[src/sv/ucc_pkg.sv]
// ----------------------------------------------------------------------------
// UNIX time / civil date converter package
// Pipeline depth, stage enable type, calendar constants and month table.
// ----------------------------------------------------------------------------
package ucc_pkg;

  localparam int NumStages = 9;

  typedef logic [NumStages-1:0] stage_vec_t;

  // Seconds to civil: bias so that the shifted seconds stay non-negative
  // (24856 days of 86400 seconds).
  localparam logic [32:0] SecBias      = 33'd2147558400;
  localparam logic [26:0] Recip675     = 27'd101806633;  // 2^36 / 675, rounded up
  localparam logic [19:0] DayShift     = 20'd694612;     // 719468 - 24856
  localparam logic [19:0] FourCycles   = 20'd584388;     // 4 * 146097
  localparam logic [19:0] FiveCycles   = 20'd730485;     // 5 * 146097
  localparam logic [19:0] CycleDays    = 20'd146097;
  localparam logic [13:0] Recip3600    = 14'd9321;       // 2^21 / 225, rounded up
  localparam logic [16:0] Recip1460    = 17'd91930;      // 2^25 / 365, rounded up
  localparam logic [18:0] Recip365     = 19'd367720;     // 2^27 / 365, rounded up
  localparam logic [10:0] Recip60      = 11'd1093;       // 2^14 / 15, rounded up
  localparam logic [11:0] Recip153     = 12'd3427;       // 2^19 / 153, rounded up

  // Civil to seconds.
  localparam logic [9:0]  Recip400     = 10'd656;        // 2^14 / 25, rounded up
  localparam logic signed [21:0] MarchShift = 22'sd719468;

  // Days from March 1 to the start of a March-based month.
  function automatic logic [8:0] month_start(input logic [3:0] mshift);
    logic [8:0] days;
    case (mshift)
      4'd0:    days = 9'd0;
      4'd1:    days = 9'd31;
      4'd2:    days = 9'd61;
      4'd3:    days = 9'd92;
      4'd4:    days = 9'd122;
      4'd5:    days = 9'd153;
      4'd6:    days = 9'd184;
      4'd7:    days = 9'd214;
      4'd8:    days = 9'd245;
      4'd9:    days = 9'd275;
      4'd10:   days = 9'd306;
      4'd11:   days = 9'd337;
      4'd12:   days = 9'd367;
      default: days = 9'd0;
    endcase
    return days;
  endfunction

endpackage

[src/sv/ucc_sec2civ.sv]
// ----------------------------------------------------------------------------
// UNIX seconds to civil date pipeline
// Nine register stages; constant divisions are done by reciprocal multiply.
// ----------------------------------------------------------------------------
module ucc_sec2civ (
  input  logic               clk,
  input  ucc_pkg::stage_vec_t adv,
  input  logic               kind,
  input  logic signed [31:0] epoch_seconds,
  output logic [10:0]        year_out,
  output logic [3:0]         month_out,
  output logic [4:0]         day_out,
  output logic [4:0]         hour_out,
  output logic [5:0]         minute_out,
  output logic [5:0]         second_out
);
  import ucc_pkg::*;

  logic        k1, k2, k3, k4, k5, k6, k7, k8;
  logic [32:0] u1, u2;
  logic [16:0] q2;
  logic [16:0] rem3, rem4;
  logic [19:0] n3;
  logic [17:0] dc4, dc5, dc6;
  logic        hi4, hi5, hi6, hi7, hi8;
  logic [4:0]  hour4, hour5, hour6, hour7, hour8;
  logic [17:0] t5;
  logic [11:0] r3600_5, r3600_6;
  logic [8:0]  yc6, yc7, yc8;
  logic [5:0]  minute6, minute7, minute8;
  logic [8:0]  dy7, dy8;
  logic [5:0]  second7, second8;
  logic [3:0]  mp8;

  logic [52:0] q_prod;
  logic [25:0] r675_full;
  logic        n_hi;
  logic [19:0] dc_full;
  logic [26:0] hour_prod;
  logic [32:0] a_prod;
  logic [2:0]  cent_cnt;
  logic        last_day;
  logic [17:0] t_full;
  logic [16:0] r3600_full;
  logic [36:0] yc_prod;
  logic [20:0] min_prod;
  logic [1:0]  yc_cent;
  logic [17:0] yday;
  logic [17:0] dy_full;
  logic [11:0] sec_full;
  logic [10:0] mp_num;
  logic [22:0] mp_prod;
  logic [3:0]  mon;
  logic [8:0]  day_full;
  logic [10:0] year_full;

  always_comb begin
    q_prod     = 53'(u1[32:7]) * 53'(Recip675);
    r675_full  = u2[32:7] - 26'(26'(q2) * 26'd675);
    n_hi       = n3 >= FiveCycles;
    dc_full    = n3 - FourCycles - (n_hi ? CycleDays : 20'd0);
    hour_prod  = 27'(rem3[16:4]) * 27'(Recip3600);
    a_prod     = 33'(dc4[17:2]) * 33'(Recip1460);
    cent_cnt   = 3'(dc4 >= 18'd36524) + 3'(dc4 >= 18'd73048) +
                 3'(dc4 >= 18'd109572) + 3'(dc4 >= 18'd146096);
    last_day   = dc4 == 18'd146096;
    t_full     = dc4 - 18'(a_prod[31:25]) + 18'(cent_cnt) - 18'(last_day);
    r3600_full = rem4 - 17'(17'(hour4) * 17'd3600);
    yc_prod    = 37'(t5) * 37'(Recip365);
    min_prod   = 21'(r3600_5[11:2]) * 21'(Recip60);
    yc_cent    = 2'(yc6 >= 9'd100) + 2'(yc6 >= 9'd200) + 2'(yc6 >= 9'd300);
    yday       = 18'(18'(yc6) * 18'd365) + 18'(yc6[8:2]) - 18'(yc_cent);
    dy_full    = dc6 - yday;
    sec_full   = r3600_6 - 12'(12'(minute6) * 12'd60);
    mp_num     = 11'(11'(dy7) * 11'd5) + 11'd2;
    mp_prod    = 23'(mp_num) * 23'(Recip153);
    mon        = (mp8 < 4'd10) ? mp8 + 4'd3 : mp8 - 4'd9;
    day_full   = dy8 - month_start(mp8) + 9'd1;
    year_full  = 11'(yc8) + (hi8 ? 11'd2000 : 11'd1600) + 11'(mon <= 4'd2);
  end

  always_ff @(posedge clk) begin
    if (adv[0]) begin
      k1 <= kind;
      u1 <= {epoch_seconds[31], epoch_seconds} + SecBias;
    end
    if (adv[1]) begin
      k2 <= k1;
      u2 <= u1;
      q2 <= q_prod[52:36];
    end
    if (adv[2]) begin
      k3   <= k2;
      rem3 <= {r675_full[9:0], u2[6:0]};
      n3   <= 20'(q2) + DayShift;
    end
    if (adv[3]) begin
      k4    <= k3;
      rem4  <= rem3;
      dc4   <= dc_full[17:0];
      hi4   <= n_hi;
      hour4 <= hour_prod[25:21];
    end
    if (adv[4]) begin
      k5      <= k4;
      hi5     <= hi4;
      dc5     <= dc4;
      t5      <= t_full;
      hour5   <= hour4;
      r3600_5 <= r3600_full[11:0];
    end
    if (adv[5]) begin
      k6      <= k5;
      hi6     <= hi5;
      dc6     <= dc5;
      yc6     <= yc_prod[35:27];
      hour6   <= hour5;
      r3600_6 <= r3600_5;
      minute6 <= min_prod[19:14];
    end
    if (adv[6]) begin
      k7      <= k6;
      hi7     <= hi6;
      yc7     <= yc6;
      dy7     <= dy_full[8:0];
      hour7   <= hour6;
      minute7 <= minute6;
      second7 <= sec_full[5:0];
    end
    if (adv[7]) begin
      k8      <= k7;
      hi8     <= hi7;
      yc8     <= yc7;
      dy8     <= dy7;
      mp8     <= mp_prod[22:19];
      hour8   <= hour7;
      minute8 <= minute7;
      second8 <= second7;
    end
    if (adv[8]) begin
      // zero the civil fields of a civil-to-seconds word
      if (!k8) begin
        year_out   <= year_full;
        month_out  <= mon;
        day_out    <= day_full[4:0];
        hour_out   <= hour8;
        minute_out <= minute8;
        second_out <= second8;
      end else begin
        year_out   <= '0;
        month_out  <= '0;
        day_out    <= '0;
        hour_out   <= '0;
        minute_out <= '0;
        second_out <= '0;
      end
    end
  end

endmodule

[src/sv/ucc_civ2sec.sv]
// ----------------------------------------------------------------------------
// Civil date to UNIX seconds pipeline
// Day number from era and day of era, scaled to seconds, range checked.
// ----------------------------------------------------------------------------
module ucc_civ2sec (
  input  logic                clk,
  input  ucc_pkg::stage_vec_t adv,
  input  logic                kind,
  input  logic [11:0]         year_in,
  input  logic [3:0]          month_in,
  input  logic [4:0]          day_in,
  input  logic [4:0]          hour_in,
  input  logic [5:0]          minute_in,
  input  logic [5:0]          second_in,
  output logic signed [31:0]  seconds_out,
  output logic                overflow
);
  import ucc_pkg::*;

  logic        k1, k2, k3, k4, k5, k6, k7, k8;
  logic [11:0] y1;
  logic [3:0]  m1;
  logic [4:0]  d1, d2;
  logic [4:0]  h1;
  logic [5:0]  mi1, s1;
  logic [12:0] yp2, yp3;
  logic [3:0]  ms2;
  logic [16:0] tod2, tod3, tod4, tod5, tod6, tod7;
  logic [3:0]  cq3;
  logic signed [9:0]  dy3, dy4;
  logic [8:0]  yc4;
  logic signed [4:0]  cyc4;
  logic signed [18:0] dc5;
  logic signed [21:0] cycm5;
  logic signed [21:0] daynum6;
  logic signed [39:0] total7, total8;

  logic        early;
  logic [18:0] cq_prod;
  logic [12:0] yc_full;
  logic [1:0]  yc_cent;
  logic [17:0] yday;

  always_comb begin
    early   = m1 <= 4'd2;
    cq_prod = 19'(yp2[12:4]) * 19'(Recip400);
    yc_full = yp3 - 13'(13'(cq3) * 13'd400);
    yc_cent = 2'(yc4 >= 9'd100) + 2'(yc4 >= 9'd200) + 2'(yc4 >= 9'd300);
    yday    = 18'(18'(yc4) * 18'd365) + 18'(yc4[8:2]) - 18'(yc_cent);
  end

  always_ff @(posedge clk) begin
    if (adv[0]) begin
      k1  <= kind;
      y1  <= year_in;
      m1  <= month_in;
      d1  <= day_in;
      h1  <= hour_in;
      mi1 <= minute_in;
      s1  <= second_in;
    end
    if (adv[1]) begin
      k2 <= k1;
      // offset by one era so the floor division stays non-negative
      yp2  <= 13'(y1) + 13'd400 - 13'(early);
      ms2  <= early ? m1 + 4'd9 : m1 - 4'd3;
      d2   <= d1;
      tod2 <= 17'(17'(h1) * 17'd3600) + 17'(17'(mi1) * 17'd60) + 17'(s1);
    end
    if (adv[2]) begin
      k3   <= k2;
      yp3  <= yp2;
      cq3  <= cq_prod[17:14];
      dy3  <= $signed({1'b0, month_start(ms2)}) + $signed({5'd0, d2}) - 10'sd1;
      tod3 <= tod2;
    end
    if (adv[3]) begin
      k4   <= k3;
      yc4  <= yc_full[8:0];
      cyc4 <= $signed({1'b0, cq3}) - 5'sd1;
      dy4  <= dy3;
      tod4 <= tod3;
    end
    if (adv[4]) begin
      k5    <= k4;
      dc5   <= $signed({1'b0, yday}) + dy4;
      cycm5 <= cyc4 * 22'sd146097;
      tod5  <= tod4;
    end
    if (adv[5]) begin
      k6      <= k5;
      daynum6 <= cycm5 + dc5 - MarchShift;
      tod6    <= tod5;
    end
    if (adv[6]) begin
      k7     <= k6;
      total7 <= daynum6 * 40'sd86400;
      tod7   <= tod6;
    end
    if (adv[7]) begin
      k8     <= k7;
      total8 <= total7 + $signed({23'd0, tod7});
    end
    if (adv[8]) begin
      // zero the seconds fields of a seconds-to-civil word
      if (k8) begin
        seconds_out <= total8[31:0];
        overflow    <= (total8[39:31] != '0) && (total8[39:31] != '1);
      end else begin
        seconds_out <= '0;
        overflow    <= 1'b0;
      end
    end
  end

endmodule

[src/sv/unix_time_civil_converter_core.sv]
// ----------------------------------------------------------------------------
// UNIX time / civil date converter core
// Converts signed 32-bit UNIX seconds to a civil date and time, or back.
// ----------------------------------------------------------------------------
//  port group   direction  handshake            word
//  input        in         in_valid / in_stall  kind, epoch_seconds, *_in
//  result       out        out_valid/out_stall  seconds_out, overflow, *_out
//
//  Nine register stages: a word enters stage 0 on the accepting edge and
//  out_valid is the valid bit of the last stage; while out_stall is low, one
//  word per cycle enters and leaves the pipeline of constant multiplies.
//  Reset clears the stage valid bits only; data registers are not reset.
//  A stall on the result side backs up stage by stage; empty stages still
//  fill, so in_stall rises only once every stage holds a word.
// ----------------------------------------------------------------------------
module unix_time_civil_converter_core (
  input  logic               clk,
  input  logic               rst,
  input  logic               in_valid,
  output logic               in_stall,
  input  logic               kind,
  input  logic signed [31:0] epoch_seconds,
  input  logic [11:0]        year_in,
  input  logic [3:0]         month_in,
  input  logic [4:0]         day_in,
  input  logic [4:0]         hour_in,
  input  logic [5:0]         minute_in,
  input  logic [5:0]         second_in,
  output logic               out_valid,
  input  logic               out_stall,
  output logic signed [31:0] seconds_out,
  output logic               overflow,
  output logic [10:0]        year_out,
  output logic [3:0]         month_out,
  output logic [4:0]         day_out,
  output logic [4:0]         hour_out,
  output logic [5:0]         minute_out,
  output logic [5:0]         second_out
);
  import ucc_pkg::*;

  stage_vec_t vld;
  stage_vec_t adv;

  // a stage loads when it is empty or its word moves on
  always_comb begin
    adv[NumStages-1] = !vld[NumStages-1] || !out_stall;
    for (int i = NumStages - 2; i >= 0; i--) begin
      adv[i] = !vld[i] || adv[i+1];
    end
  end

  always_ff @(posedge clk) begin
    if (rst) begin
      vld <= '0;
    end else begin
      if (adv[0]) begin
        vld[0] <= in_valid;
      end
      for (int i = 1; i < NumStages; i++) begin
        if (adv[i]) begin
          vld[i] <= vld[i-1];
        end
      end
    end
  end

  assign in_stall  = !adv[0];
  assign out_valid = vld[NumStages-1];

  ucc_sec2civ u_sec2civ (
    .clk           (clk),
    .adv           (adv),
    .kind          (kind),
    .epoch_seconds (epoch_seconds),
    .year_out      (year_out),
    .month_out     (month_out),
    .day_out       (day_out),
    .hour_out      (hour_out),
    .minute_out    (minute_out),
    .second_out    (second_out)
  );

  ucc_civ2sec u_civ2sec (
    .clk         (clk),
    .adv         (adv),
    .kind        (kind),
    .year_in     (year_in),
    .month_in    (month_in),
    .day_in      (day_in),
    .hour_in     (hour_in),
    .minute_in   (minute_in),
    .second_in   (second_in),
    .seconds_out (seconds_out),
    .overflow    (overflow)
  );

endmodule

[config.mk]
export PLATFORM = sky130hd
export DESIGN_NAME = unix_time_civil_converter_core
export DESIGN_NICKNAME = d
export VERILOG_FILES = /design/src/sv/ucc_pkg.sv /design/src/sv/ucc_sec2civ.sv /design/src/sv/ucc_civ2sec.sv /design/src/sv/unix_time_civil_converter_core.sv
export SDC_FILE = /design/constraint.sdc
export NUM_CORES = 2
export LEC_CHECK = 0
export ABC_AREA = 1
export BUFFER_PORTS_ARGS = -buffer_cell sky130_fd_sc_hd__buf_2
export CAP_MARGIN = 20
export CORE_ASPECT_RATIO = 0.7
export CORE_MARGIN = 10
export CORE_UTILIZATION = 40
export CTS_CLUSTER_DIAMETER = 50
export CTS_CLUSTER_SIZE = 25
export DETAILED_ROUTE_END_ITERATION = 8
export PLACE_DENSITY = 0.64
export SETUP_SLACK_MARGIN = 0.2
export SYNTH_ARGS = -nofsm -noshare
export SYNTH_HDL_FRONTEND = slang
export SYNTH_SLANG_ARGS = --single-unit
[constraint.sdc]
create_clock -name clk -period 7.9 [get_ports clk]
set_clock_uncertainty 0.15 [all_clocks]
set_input_delay 1.185 -clock clk [delete_from_list [all_inputs] [get_ports clk]]
set_output_delay 1.185 -clock clk [all_outputs]
set_load 0.1 [all_outputs]
==> key figures <==
Finish
  – Most common cell after layout, fill and taps aside: inv_1
  – Final Instance Area: 0.07993 mm^2
  – Finished Layout Cells: 9967
  – Commonest cells after routing, fill and taps aside: 1720 x inv_1, 1351 x ha_1, 888 x nand2_1
  – Share of layout cells above drive strength 1: 6.235%
  – Area Overhead vs Synth: 10.65%
  – Fin nets: 9592

Synth
  – Post-synth cell types: 55
  – Mapped cell area: 0.07223 mm^2
  – Syn Area/Cell: 10.02 um^2
  – Post-synth ARST share: 0%
  – Register area share after synthesis: 30.36%
  – Flop and latch count out of synthesis: 738
  – Synthesized net count: 9284
  – Number of synthesized flops with an enable pin: 715
  – Post-Syn Instances: 7212
  – Syn. warnings: 0
  – Top_reg_cell synth: edfxtp_1

Worst setup path
  – Highest-delay cell along the critical path: fa_1
  – WP data required: 8.21 ns
  – R2r setup slk: 0.45 ns
  – Most frequent CP cell: fa_1
  – Crit end category: flip-flop
  – Worst Setup Start Kind: flip-flop
  – Crit-path max FO: 4
  – End of the worst register-to-register path: u_sec2civ.t5[10]$_DFFE_PP_
  – Crit path DAT: 7.76 ns
  – CP top delay family: adder cells
  – RR Startpoint: u_sec2civ.dc4[7]$_DFFE_PP_
  – CP Class: flip-flop to flip-flop
  – Worst path max stage delay: 0.56 ns
  – R2R depth: 28
  – WP buf/inv: 8

Floorplanning
  – DIE WIDTH: 527.9 um
  – Die ar.: 0.1982 mm^2
  – Starting Density: 40.26%
  – Core area: 0.1794 mm^2
  – Num rows: 130
  – Die H: 375.5 um
  – Ports: 147

Hold path
  – Worst Hold Depth: 0
  – Min-Delay Startpoint: u_civ2sec.tod4[5]$_DFFE_PP_
  – Hold Crit Endpoint: u_civ2sec.tod5[5]$_DFFE_PP_
  – Hold Path Class: flip-flop to flip-flop

Timing
  – Final Slew Violations: 0
  – Slew at the pin closest to its max-slew limit: 1.076 ns
  – Worst Hold Slack: 0.2497 ns
  – Final period utilization: 94.33%
  – Final hold violation count: 0
  – Setup TNS: 0 ns
  – Tmin final: 7.452 ns
  – RSZ-0062 raised after global routing: false
  – Final setup vio count: 0
  – Slew HR: 28.29%
  – Fmax: 134.2 MHz

Clock network
  – Max clock buf depth: 3
  – CTS tree: yes
  – Worst-Skew Late Latency: 0.73 ns
  – CTS sink count: 738
  – Inserted Clock Buffers: 80
  – Clock Pin Slew Worst Setup and Hold Paths: 0.09 ns
  – Htree depth: 3
  – Root Buffer: clkbuf_16

Global routing
  – Grt met2 use: 23.53%
  – Initial antenna violation count: 9
  – First-pass GRT wire length: 269800 um
  – GRT busiest layer: met1
  – Total global-route track usage: 16.87%
  – Vias in the first global route: 49359
  – Global route overflow: 0
  – Global-route met1 utilization: 26.46%
  – GR Util met3: 3.871%
  – Largest net degree at the start of global routing: 72

Drt
  – DRC: 0
  – DR WL/cell: 16.78 um
  – Routed Antenna Nets: 0
  – Initial drt markers: 2931
  – Post-Route WL: 167200 um
  – Via-to-Cell Ratio: 4.844
  – Via Count: 48280
  – 1st-pass router iterations: 6

Placed design
  – Inst Count DP: 9783
  – Placer Congestion: 0.9517
  – Port bufs: 146
  – Dpl cell area: 0.07638 mm^2
  – Dpl hpwl: 141200 um

Job
  – MaxCap Viol Count: 0

Outcome
  – Status: completed
[routing by layer]
metal | vias to the layer above | routed length [um] | part of all wire (%)
met3 | 152 | 11920 | 7.1
met5 | - | 20 | 0.012
li1 | 23996 | - | -
met1 | 23056 | 87610 | 52
met2 | 1074 | 64830 | 39
met4 | 2 | 2831 | 1.7
[state kept, by name (all words and copies together), names as in the netlist, 18 cells and up, named ones only]
| signal | cells |
|---|---|
| u_civ2sec.total8 | 40 |
| u_civ2sec.seconds_out | 32 |
| u_sec2civ.n3 | 19 |
| u_civ2sec.total7 | 33 |
| u_sec2civ.t5 | 18 |
| u_sec2civ.u1 | 33 |
| u_civ2sec.cycm5 | 22 |
| u_civ2sec.daynum6 | 22 |
| u_sec2civ.dc4 | 18 |
| u_civ2sec.dc5 | 19 |
[worst max-delay path by stage]
stage,slack [ns],start,depth (start not counted),end
floorplan,0.30,u_sec2civ.dc4[8]$_DFFE_PP_,29,u_sec2civ.t5[10]$_DFFE_PP_
global placement,0.04,u_sec2civ.dc4[7]$_DFFE_PP_,30,u_sec2civ.t5[10]$_DFFE_PP_
detailed placement,-0.07,u_sec2civ.dc4[7]$_DFFE_PP_,30,u_sec2civ.t5[10]$_DFFE_PP_
CTS,0.18,u_sec2civ.dc4[6]$_DFFE_PP_,29,u_sec2civ.t5[10]$_DFFE_PP_
global route,0.18,u_sec2civ.dc4[6]$_DFFE_PP_,32,u_sec2civ.t5[16]$_DFFE_PP_
finish,0.45,u_sec2civ.dc4[7]$_DFFE_PP_,28,u_sec2civ.t5[10]$_DFFE_PP_
[cell usage after synthesis (7+ instances only)]
cell | number | share of area [%]
a21boi_0 | 19 | 0.20
a21o_1 | 42 | 0.44
a21oi_1 | 357 | 2.5
a31oi_1 | 30 | 0.26
clkbuf_1 | 8 | 0.042
dfxtp_1 | 23 | 0.64
edfxtp_1 | 715 | 30
fa_1 | 629 | 17
ha_1 | 1368 | 24
inv_1 | 1731 | 9.0
nand2_1 | 893 | 4.6
nand3_1 | 208 | 1.4
nand4_1 | 64 | 0.55
nor2_1 | 380 | 2.0
nor3_1 | 59 | 0.41
nor4_1 | 15 | 0.13
o211ai_1 | 10 | 0.10
o21a_1 | 14 | 0.15
o21ai_0 | 190 | 1.3
o21ai_1 | 7 | 0.048
o21ai_2 | 8 | 0.097
o21bai_1 | 24 | 0.25
xnor2_1 | 114 | 1.4
xor2_1 | 228 | 2.8
[final cells by class]
type	count	area, um^2
antenna	5	12.51
clock inverter	67	944.7
fill	16780	99480
tap	2376	2973
inverter	1734	6524
timing repair buffer	238	1456
multi-input combinational	4728	44080
sequential	738	21930
clock buffer	81	2006
[cell families (layout without fill, tap and decap cells)]
| logic type | Yosys count | in the layout | share of synthesized area (%) |
|---|---|---|---|
| flops | 738 | 738 | 30.36 |
| other cells | 0 | 5 | 0 |
| xor+xnor | 342 | 342 | 4.147 |
| simple gates | 1648 | 1648 | 9.475 |
| fa+ha+maj | 1997 | 1997 | 41.13 |
| buf+inv | 1746 | 2120 | 9.092 |
| compound gates | 741 | 741 | 5.794 |
[repair_timing]
action / CTS / global route
setup buffers: 3 / 28
setup endpoints to repair: 7 / 13
hold buffers: 0 / 0
resized for setup: 5 / 65
pin swaps: 2 / 40
[stage by stage]
stage,utilization (%),setup slack [ns]
global placement,42.57,0.03731
global route,44.54,0.1767
CTS,44.24,0.1826
detailed placement,42.57,-0.07268
floorplan,-,0.3021
finish,44.55,0.4480
Power is left out: the tool's default activity adds up to more than one toggle a clock period on the data nets, which glitch-free logic cannot reach.
